==> config.mk <==
export PLATFORM = sky130hd
export DESIGN_NAME = sliding_window_traffic_meter_flat
export DESIGN_NICKNAME = d
export VERILOG_FILES = /design/src/rtl/core/swtm_pkg.sv /design/src/rtl/core/swtm_req_if.sv /design/src/rtl/core/swtm_res_if.sv /design/src/rtl/core/swtm_cell.sv /design/src/rtl/core/sliding_window_traffic_meter.sv /design/src/flat_wrapper.sv
export SDC_FILE = /design/constraint.sdc
export NUM_CORES = 2
export LEC_CHECK = 0
export ABC_AREA = 1
export BUFFER_PORTS_ARGS = -buffer_cell sky130_fd_sc_hd__buf_2
export CELL_PAD_IN_SITES_DETAIL_PLACEMENT = 1
export CELL_PAD_IN_SITES_GLOBAL_PLACEMENT = 2
export CORE_MARGIN = 2
export CORE_UTILIZATION = 34
export CTS_BUF_LIST = sky130_fd_sc_hd__clkbuf_8
export CTS_CLUSTER_DIAMETER = 150
export DETAILED_ROUTE_END_ITERATION = 6
export PLACE_DENSITY = 0.76
export SYNTH_ARGS = -nofsm -noshare
export SYNTH_HDL_FRONTEND = slang
export SYNTH_SLANG_ARGS = --single-unit
export TNS_END_PERCENT = 20
==> constraint.sdc <==
create_clock -name clk -period 6.1 [get_ports clk]
set_input_delay 0.61 -clock clk [delete_from_list [all_inputs] [get_ports clk]]
set_output_delay 0.61 -clock clk [all_outputs]
set_load 0.01 [all_outputs]
==> src/rtl/core/swtm_pkg.sv <==
`timescale 1ns / 1ps
// ----------------------------------------------------------------------------
// swtm_pkg
// Shared widths, op codes and cell control type for the traffic meter.
// ----------------------------------------------------------------------------
package swtm_pkg;

	localparam int WINDOW_TICKS = 16;
	localparam int IDX_W        = $clog2(WINDOW_TICKS);
	localparam int TIME_W       = 31;
	localparam int AMT_W        = 32;
	localparam int BUCKET_W     = 31;
	localparam int TOTAL_W      = 63;
	localparam int SUM_W        = BUCKET_W + $clog2(WINDOW_TICKS);

	localparam logic [BUCKET_W-1:0] BUCKET_MAX = {BUCKET_W{1'b1}};
	localparam logic [TOTAL_W-1:0]  TOTAL_MAX  = {TOTAL_W{1'b1}};
	localparam logic [SUM_W-1:0]    WIN_DIV    = SUM_W'(WINDOW_TICKS);

	typedef enum logic [1:0] {
		OP_ADD     = 2'd0,
		OP_ADVANCE = 2'd1,
		OP_REPORT  = 2'd2
	} op_t;

	// per-item update applied to every cell in the same cycle
	typedef struct packed {
		logic                clear;
		logic                shift;
		logic                add;
		logic [BUCKET_W-1:0] amt;
	} cell_ctrl_t;

endpackage

==> src/rtl/core/swtm_req_if.sv <==
`timescale 1ns / 1ps
// ----------------------------------------------------------------------------
// swtm_req_if
// Request channel: op, tick time and amount with valid/ready.
// ----------------------------------------------------------------------------
interface swtm_req_if;
	import swtm_pkg::*;

	logic              valid;
	logic              ready;
	logic [1:0]        op;
	logic [TIME_W-1:0] tick_time;
	logic [AMT_W-1:0]  amount;

	modport source (output valid, output op, output tick_time, output amount, input ready);
	modport sink   (input valid, input op, input tick_time, input amount, output ready);

endinterface

==> src/rtl/core/swtm_res_if.sv <==
`timescale 1ns / 1ps
// ----------------------------------------------------------------------------
// swtm_res_if
// Result channel: window average and lifetime total with valid/ready.
// ----------------------------------------------------------------------------
interface swtm_res_if;
	import swtm_pkg::*;

	logic               valid;
	logic               ready;
	logic [TIME_W-1:0]  window_average;
	logic [TOTAL_W-1:0] lifetime_total;

	modport source (output valid, output window_average, output lifetime_total, input ready);
	modport sink   (input valid, input window_average, input lifetime_total, output ready);

endinterface

==> src/rtl/core/swtm_cell.sv <==
`timescale 1ns / 1ps
// ----------------------------------------------------------------------------
// swtm_cell
// One bucket of the window: clear, take neighbour on shift, saturating add.
// ----------------------------------------------------------------------------
module swtm_cell (
	input  logic                          clk,
	input  logic                          arst_n,
	input  logic                          en,
	input  swtm_pkg::cell_ctrl_t          ctrl,
	input  logic                          sel,
	input  logic [swtm_pkg::BUCKET_W-1:0] next_in,
	output logic [swtm_pkg::BUCKET_W-1:0] bucket,
	output logic [swtm_pkg::BUCKET_W-1:0] delta
);
	import swtm_pkg::*;

	logic [BUCKET_W-1:0] bucket_q;
	logic [BUCKET_W-1:0] base_v;
	logic [BUCKET_W-1:0] headroom;

	always_comb begin
		if (ctrl.clear) begin
			base_v = '0;
		end else if (ctrl.shift) begin
			base_v = next_in;
		end else begin
			base_v = bucket_q;
		end
		headroom = BUCKET_MAX - base_v;
		if (ctrl.add && sel) begin
			delta = (ctrl.amt < headroom) ? ctrl.amt : headroom;
		end else begin
			delta = '0;
		end
	end

	always_ff @(posedge clk or negedge arst_n) begin
		if (!arst_n) begin
			bucket_q <= '0;
		end else if (en) begin
			bucket_q <= base_v + delta;
		end
	end

	assign bucket = bucket_q;

endmodule

==> src/rtl/core/sliding_window_traffic_meter.sv <==
`timescale 1ns / 1ps
// ----------------------------------------------------------------------------
// sliding_window_traffic_meter
// Per-tick traffic buckets over a sliding window with average and total.
// ----------------------------------------------------------------------------
// Each item passes a decode step that works out the window move
// (clear, shift by one or none) and the target bucket from the stored window
// start, then an update step in which the row of bucket cells applies it while the
// running bucket sum and the lifetime total follow, and the result then moves
// into the output register. A new item is taken once the previous result sits
// in the output register, so the meter never takes a new item before it is
// through with the last one. The buckets are cleared directly by reset; the average
// comes from the running sum, never from a pass over the buckets.
module sliding_window_traffic_meter (
	input  logic          clk,
	input  logic          arst_n,
	swtm_req_if.sink      req,
	swtm_res_if.source    res
);
	import swtm_pkg::*;

	logic                 s1_vld_s1;
	cell_ctrl_t           ctrl_s1;
	logic [WINDOW_TICKS-1:0] sel_s1;
	logic [TIME_W-1:0]    start_s1;

	logic [TIME_W-1:0]    start_q;
	logic [TOTAL_W-1:0]   total_q;
	logic [SUM_W-1:0]     sum_q;
	logic                 pend_q;
	logic                 out_vld_q;
	logic [TIME_W-1:0]    out_avg_q;
	logic [TOTAL_W-1:0]   out_total_q;

	logic                 in_acc;
	logic                 is_add;
	logic                 is_adv;
	logic [TIME_W-1:0]    target;
	logic [TIME_W:0]      win_end;
	logic                 far;
	logic                 exact;
	logic                 do_clear;
	logic                 do_shift;
	logic [TIME_W-1:0]    new_start;
	logic [TIME_W-1:0]    idx_full;
	logic [IDX_W-1:0]     idx;

	logic [BUCKET_W-1:0]  bucket [WINDOW_TICKS];
	logic [BUCKET_W-1:0]  delta  [WINDOW_TICKS];
	logic [BUCKET_W-1:0]  delta_any;
	logic [SUM_W-1:0]     sum_base;
	logic [TOTAL_W:0]     total_sum;
	logic [SUM_W-1:0]     avg_full;
	logic                 out_load;

	assign req.ready = !s1_vld_s1 && !pend_q;
	assign in_acc    = req.valid && req.ready;

	// decode against the stored window start
	always_comb begin
		is_add = 1'b0;
		is_adv = 1'b0;
		case (op_t'(req.op))
			OP_ADD:     is_add = !req.amount[AMT_W-1];
			OP_ADVANCE: is_adv = 1'b1;
			OP_REPORT:  is_add = 1'b0;
			default:    is_add = 1'b0;
		endcase
		if (is_add || req.tick_time == '0) begin
			target = req.tick_time;
		end else begin
			target = req.tick_time - TIME_W'(1);
		end
		win_end   = {1'b0, start_q} + (TIME_W + 1)'(WINDOW_TICKS);
		far       = (win_end < {1'b0, target}) || (start_q > target);
		exact     = (win_end == {1'b0, target});
		do_clear  = (is_add || is_adv) && far;
		do_shift  = (is_add || is_adv) && exact;
		if (do_clear) begin
			new_start = target;
		end else if (do_shift) begin
			new_start = start_q + TIME_W'(1);
		end else begin
			new_start = start_q;
		end
		idx_full = target - new_start;
		idx      = idx_full[IDX_W-1:0];
	end

	always_ff @(posedge clk or negedge arst_n) begin
		if (!arst_n) begin
			s1_vld_s1 <= 1'b0;
			ctrl_s1   <= '0;
		end else begin
			s1_vld_s1 <= in_acc;
			if (in_acc) begin
				ctrl_s1.clear <= do_clear;
				ctrl_s1.shift <= do_shift;
				ctrl_s1.add   <= is_add;
				ctrl_s1.amt   <= req.amount[BUCKET_W-1:0];
			end
		end
	end

	always_ff @(posedge clk) begin
		if (in_acc) begin
			start_s1 <= new_start;
			for (int i = 0; i < WINDOW_TICKS; i++) begin
				sel_s1[i] <= (idx == IDX_W'(i));
			end
		end
	end

	// row of bucket cells, each shifting towards index zero
	for (genvar g = 0; g < WINDOW_TICKS; g++) begin : g_cell
		logic [BUCKET_W-1:0] nbr;
		if (g == WINDOW_TICKS - 1) begin : g_last
			assign nbr = '0;
		end else begin : g_mid
			assign nbr = bucket[g+1];
		end
		swtm_cell u_cell (
			.clk     (clk),
			.arst_n  (arst_n),
			.en      (s1_vld_s1),
			.ctrl    (ctrl_s1),
			.sel     (sel_s1[g]),
			.next_in (nbr),
			.bucket  (bucket[g]),
			.delta   (delta[g])
		);
	end

	always_comb begin
		delta_any = '0;
		for (int i = 0; i < WINDOW_TICKS; i++) begin
			delta_any = delta_any | delta[i];
		end
		if (ctrl_s1.clear) begin
			sum_base = '0;
		end else if (ctrl_s1.shift) begin
			sum_base = sum_q - SUM_W'(bucket[0]);
		end else begin
			sum_base = sum_q;
		end
		total_sum = {1'b0, total_q} + (TOTAL_W + 1)'(ctrl_s1.amt);
		avg_full  = sum_q / WIN_DIV;
		out_load  = pend_q && (!out_vld_q || res.ready);
	end

	always_ff @(posedge clk or negedge arst_n) begin
		if (!arst_n) begin
			start_q   <= '0;
			total_q   <= '0;
			sum_q     <= '0;
			pend_q    <= 1'b0;
			out_vld_q <= 1'b0;
		end else begin
			if (s1_vld_s1) begin
				start_q <= start_s1;
				sum_q   <= sum_base + SUM_W'(delta_any);
				if (ctrl_s1.add) begin
					total_q <= total_sum[TOTAL_W] ? TOTAL_MAX : total_sum[TOTAL_W-1:0];
				end
			end
			if (s1_vld_s1) begin
				pend_q <= 1'b1;
			end else if (out_load) begin
				pend_q <= 1'b0;
			end
			if (out_load) begin
				out_vld_q <= 1'b1;
			end else if (res.ready) begin
				out_vld_q <= 1'b0;
			end
		end
	end

	always_ff @(posedge clk) begin
		if (out_load) begin
			out_avg_q   <= avg_full[TIME_W-1:0];
			out_total_q <= total_q;
		end
	end

	assign res.valid          = out_vld_q;
	assign res.window_average = out_avg_q;
	assign res.lifetime_total = out_total_q;

	// one item in flight at a time, carried through decode and update
	a_flow: assert property (@(posedge clk) disable iff (!arst_n)
		in_acc |=> s1_vld_s1 ##1 pend_q)
		else $error("item lost between decode and result");

	a_move: assert property (@(posedge clk) disable iff (!arst_n)
		s1_vld_s1 |-> !(ctrl_s1.clear && ctrl_s1.shift))
		else $error("window cleared and shifted at once");

	a_shift: assert property (@(posedge clk) disable iff (!arst_n)
		s1_vld_s1 && ctrl_s1.shift |=> start_q == $past(start_q) + TIME_W'(1))
		else $error("window shift did not step the start by one");

	a_total: assert property (@(posedge clk) disable iff (!arst_n)
		total_q >= $past(total_q))
		else $error("lifetime total went down");

endmodule
==> src/flat_wrapper.sv <==
// flat-port wrapper written by rule: the top's interface ports become plain ports
module sliding_window_traffic_meter_flat import swtm_pkg::*;
  (clk, arst_n, req_valid, req_op, req_tick_time, req_amount, req_ready, res_valid, res_window_average, res_lifetime_total, res_ready);
  swtm_req_if req_i ();
  swtm_res_if res_i ();
  input  logic clk;
  input  logic arst_n;
  input wire logic [$bits(req_i.valid)-1:0] req_valid;
  input wire logic [$bits(req_i.op)-1:0] req_op;
  input wire logic [$bits(req_i.tick_time)-1:0] req_tick_time;
  input wire logic [$bits(req_i.amount)-1:0] req_amount;
  output wire logic [$bits(req_i.ready)-1:0] req_ready;
  output wire logic [$bits(res_i.valid)-1:0] res_valid;
  output wire logic [$bits(res_i.window_average)-1:0] res_window_average;
  output wire logic [$bits(res_i.lifetime_total)-1:0] res_lifetime_total;
  input wire logic [$bits(res_i.ready)-1:0] res_ready;
  assign req_i.valid = req_valid;
  assign req_i.op = req_op;
  assign req_i.tick_time = req_tick_time;
  assign req_i.amount = req_amount;
  assign req_ready = req_i.ready;
  assign res_valid = res_i.valid;
  assign res_window_average = res_i.window_average;
  assign res_lifetime_total = res_i.lifetime_total;
  assign res_i.ready = res_ready;
  sliding_window_traffic_meter u_core (.clk(clk), .arst_n(arst_n), .req(req_i), .res(res_i));
endmodule
==> results.md <==
* Failing checks: setup timing
* CP required at 7050 ps
* Switching Share at 51.33%
* Total vias in the final route at ~110k
* Vias in the first global route at 115267
* Placed cell count at 19501
* Largest net degree at the start of global routing at 175
* Core ar. at 254600 µm²
* DIE WIDTH at 510.5 µm
* CP Launch Type: flip-flop
* Cell Count, Final, Fillers Out at 20052
* Start point of the critical path: u_core.ctrl_s1[33]
* Cell taking the most area after synthesis: dfrtp_1
* Core Rows at roughly 190
* Pins Over Slew Limit at 0
* GRT Total Usage at between 40% and 50%
* Top cell by count, worst path: nand2_1
* Most frequent cell after synthesis: nand2_1
* Die Area at 260600 µm²
* Final setup viols at 135
* Total gr overflow at 0
* Crit path max fanout at 12
* Sequential share of the synthesized area at a little under a quarter
* Netlist Area Pre-Place at 87220 µm²
* I/O pin count at 165
* Worst path max stage delay at 410 ps
* WL/cell at around 27 µm
* IO buf count at 164
* Clk_skew at approximately 130 ps
* Yosys warnings at 0
* Clock power frac at 11.6%
* List of most frequent post-synthesis cells: nand2_1, inv_1, ha_1
* Endpoint class of the critical path: flip-flop
* CP endpoint: u_core.sum_q[25]
* Synth top area cells: dfrtp_1, ha_1, nand2_1
* Power Internal at 29.15 mW
* Rel. slew slack at 13.50%
* WP data arrival at 7470 ps
* Area delta synth->final at 49.83%
* Overall power at 59.90 mW
* Clk Latency, worst-skew pair at 1070 ps
* Status: finished, violations left
* HP Class: input pin to asynchronous set/reset pin
* Avg Inst Size Synth at 6.756 µm²
* Synthesized Nets at 14108
* Num CTS Buffers at about 180
* CTS tree: yes
* Dominant synthesized flop cell: dfrtp_1
* RSZ-0062 raised after global routing: yes
* Peak VDD IR at 0.2311 mV
* Initial antenna violation count at 27
* Slowest stage cell, crit path: dfrtp_1
* Proportion of layout cells with a drive suffix above 1 at 30.57%
* Max Cap Viol at 0
* Worst r2r dst: u_core.sum_q[25]
* Max Clk Rate at between 150 and 200 MHz
* RR Startpoint: u_core.ctrl_s1[33]
* Post-route worst setup slack at -418.7 ps
* Clock tree buffer depth at 4
* Slew @ Worst Pin at 1296 ps
* Drt initial violations at 10649
* Gpl congestion at 1.051
* Global-route wire length before repair at between 700 and 800 mm
* DP HPWL at 438.4 mm
* Synthesized instance count at 12910
* DRC viols at 0
* Vias per cell at 5.631
* Seq cells post-synth at 803
* Post-layout min period at between 6000 and 7000 ps
* Unique masters post-synth at 66
* Starting Density at ~34%
* Total Routed Length at 545.3 mm
* Final hold viol count at 0
* Iteration count of the initial detailed-routing pass at 5
* Clock Root Buffer: clkbuf_8
* Layout fillers at 32310
* Clk slew on worst S/H paths at about 60 ps
* Critical path class: flip-flop to flip-flop
* Placement-stage worst setup slack at -1304 ps
* Comb power frac at 73.1%
* Reg2reg setup slack at -420 ps
* R2r worst-path depth at 43
* Die Ht at around 510 µm
* Power density over the cells at 458.3 nW/µm²
* Clk sinks at approximately 800
* Synth async-reset ratio at 82.44%
* H-tree depth at 4
* Nets@finish at 17735
* Period utilization at 106.9%
* Synth top area share at 18.99%
* P_leak at 68.59 nW
* NetSw at 30.75 mW
* Number of synthesized flops with an enable pin at 141
* Sequential power share at 15.3%
* Post-route ant nets at 0
[layout by cell type, fill, tap and decap left out, types with 141 or more instances in the layout]
master,Yosys,final
ha_1,1109,1036
nand2_1,2878,2733
inv_1,1918,1934
xor2_1,227,225
o211ai_1,192,192
buf_2,64,163
o21ai_0,980,878
nand4_1,192,192
a21oi_1,1003,892
buf_12,0,162
nor2_1,751,709
dfrtp_1,662,639
o22ai_1,492,300
nand3_1,749,665
o22ai_2,4,164
clkbuf_8,0,222
nor3_1,214,183
xnor2_1,228,216
buf_4,14,3400
edfxtp_1,141,141
[kinds of logic after synthesis]
logic type                 synth area share [%]
buffers and inverters                     10.49
adders and majority gates                 16.37
and+or+nand+nor                           24.03
muxes                                   0.01148
DFF                                       23.85
AOI/OAI and AO/OA                         20.69
xor gates and xnor gates                  4.569
[power by group through the flow]
stage | clock network, mW | logic (mW) | registers, mW
finish | 6.96 | 43.8 | 9.18
global route | 7.28 | 46.2 | 9.35
CTS | 7.09 | 40.7 | 9.11
detailed placement | 0 | 37.9 | 9.17
global placement | 0 | 36.9 | 9.06
floorplan | 0 | 17.0 | 8.84
[sequential cells by signal (all words and copies together) (netlist names)]
name,flops
u_core.pend_q,1
u_core.sum_q,35
u_core.start_s1,31
u_core.start_q,31
u_core.g_cell.u_cell.bucket,496
u_core.sel_s1,16
u_core.ctrl_s1,34
u_core.res.valid,1
u_core.res.window_average,31
u_core.res.lifetime_total,63
u_core.s1_vld_s1,1
u_core.total_q,63
[metrics by stage]
stage                     hold WS [ps]  TNS, ps  utilization, %  cell area, µm²
after floorplan                  314.4        0               -           87220
after global placement           433.3   -81880           46.53          118500
after detailed placement         444.5  -125040           46.53          118500
after CTS                        29.10    -8986           49.74          126700
after global routing             86.60   -63230           51.32          130700
final                            100.1   -16690           51.32          130700
[layer usage]
metal	vias up	share of wire, %	GRT usage [%]
met1	56270	44	54.69
met4	12	6.0	20.72
li1	51103	-	-
met3	1099	8.1	7.006
met5	-	0.013	0
met2	4428	42	60.70
[worst min path at each step]
stage                                              endpoint  slack, ps
after floorplan                           u_core.ctrl_s1[0]        310
after global placement                    u_core.start_q[8]        430
after detailed placement                 u_core.start_q[27]        440
after CTS                                u_core.ctrl_s1[17]         30
after global routing                     u_core.ctrl_s1[17]         90
final                     u_core.g_cell[8].u_cell.bucket[1]        100
[timing repair]
item                                    4_1_cts  5_1_grt
pin swaps                                   128      194
endpoints found under the setup margin      300      327
gates cloned                                 16        5
endpoints found under the hold margin        74        0
setup buffers                                83       90
resized for setup                           684      691
hold buffers                                 31        0
[layout make-up]
cell class,count,area [µm²],share of cell area [%]
Multi-Input combinational cell,9711,62570,47.88
Clock inverter,104,745.7,0.5706
Inverter,1956,7397,5.660
Timing Repair Buffer,3883,31850,24.37
Antenna cell,7,17.52,0.01340
Sequential cell,803,20830,15.94
Clock buffer,222,3055,2.338
Tap cell,3366,4212,3.223
[worst max-delay path: cells and delay by family, from the launching register on]
family	cells	cell delay (ps)
buffers and inverters	8	1150
flip-flops	1	410
AND/OR/NAND/NOR	22	2440
AO/OA/AOI/OAI	11	1720
adder cells (fa/ha/maj)	2	620
Power figures use the tool's default switching activity.
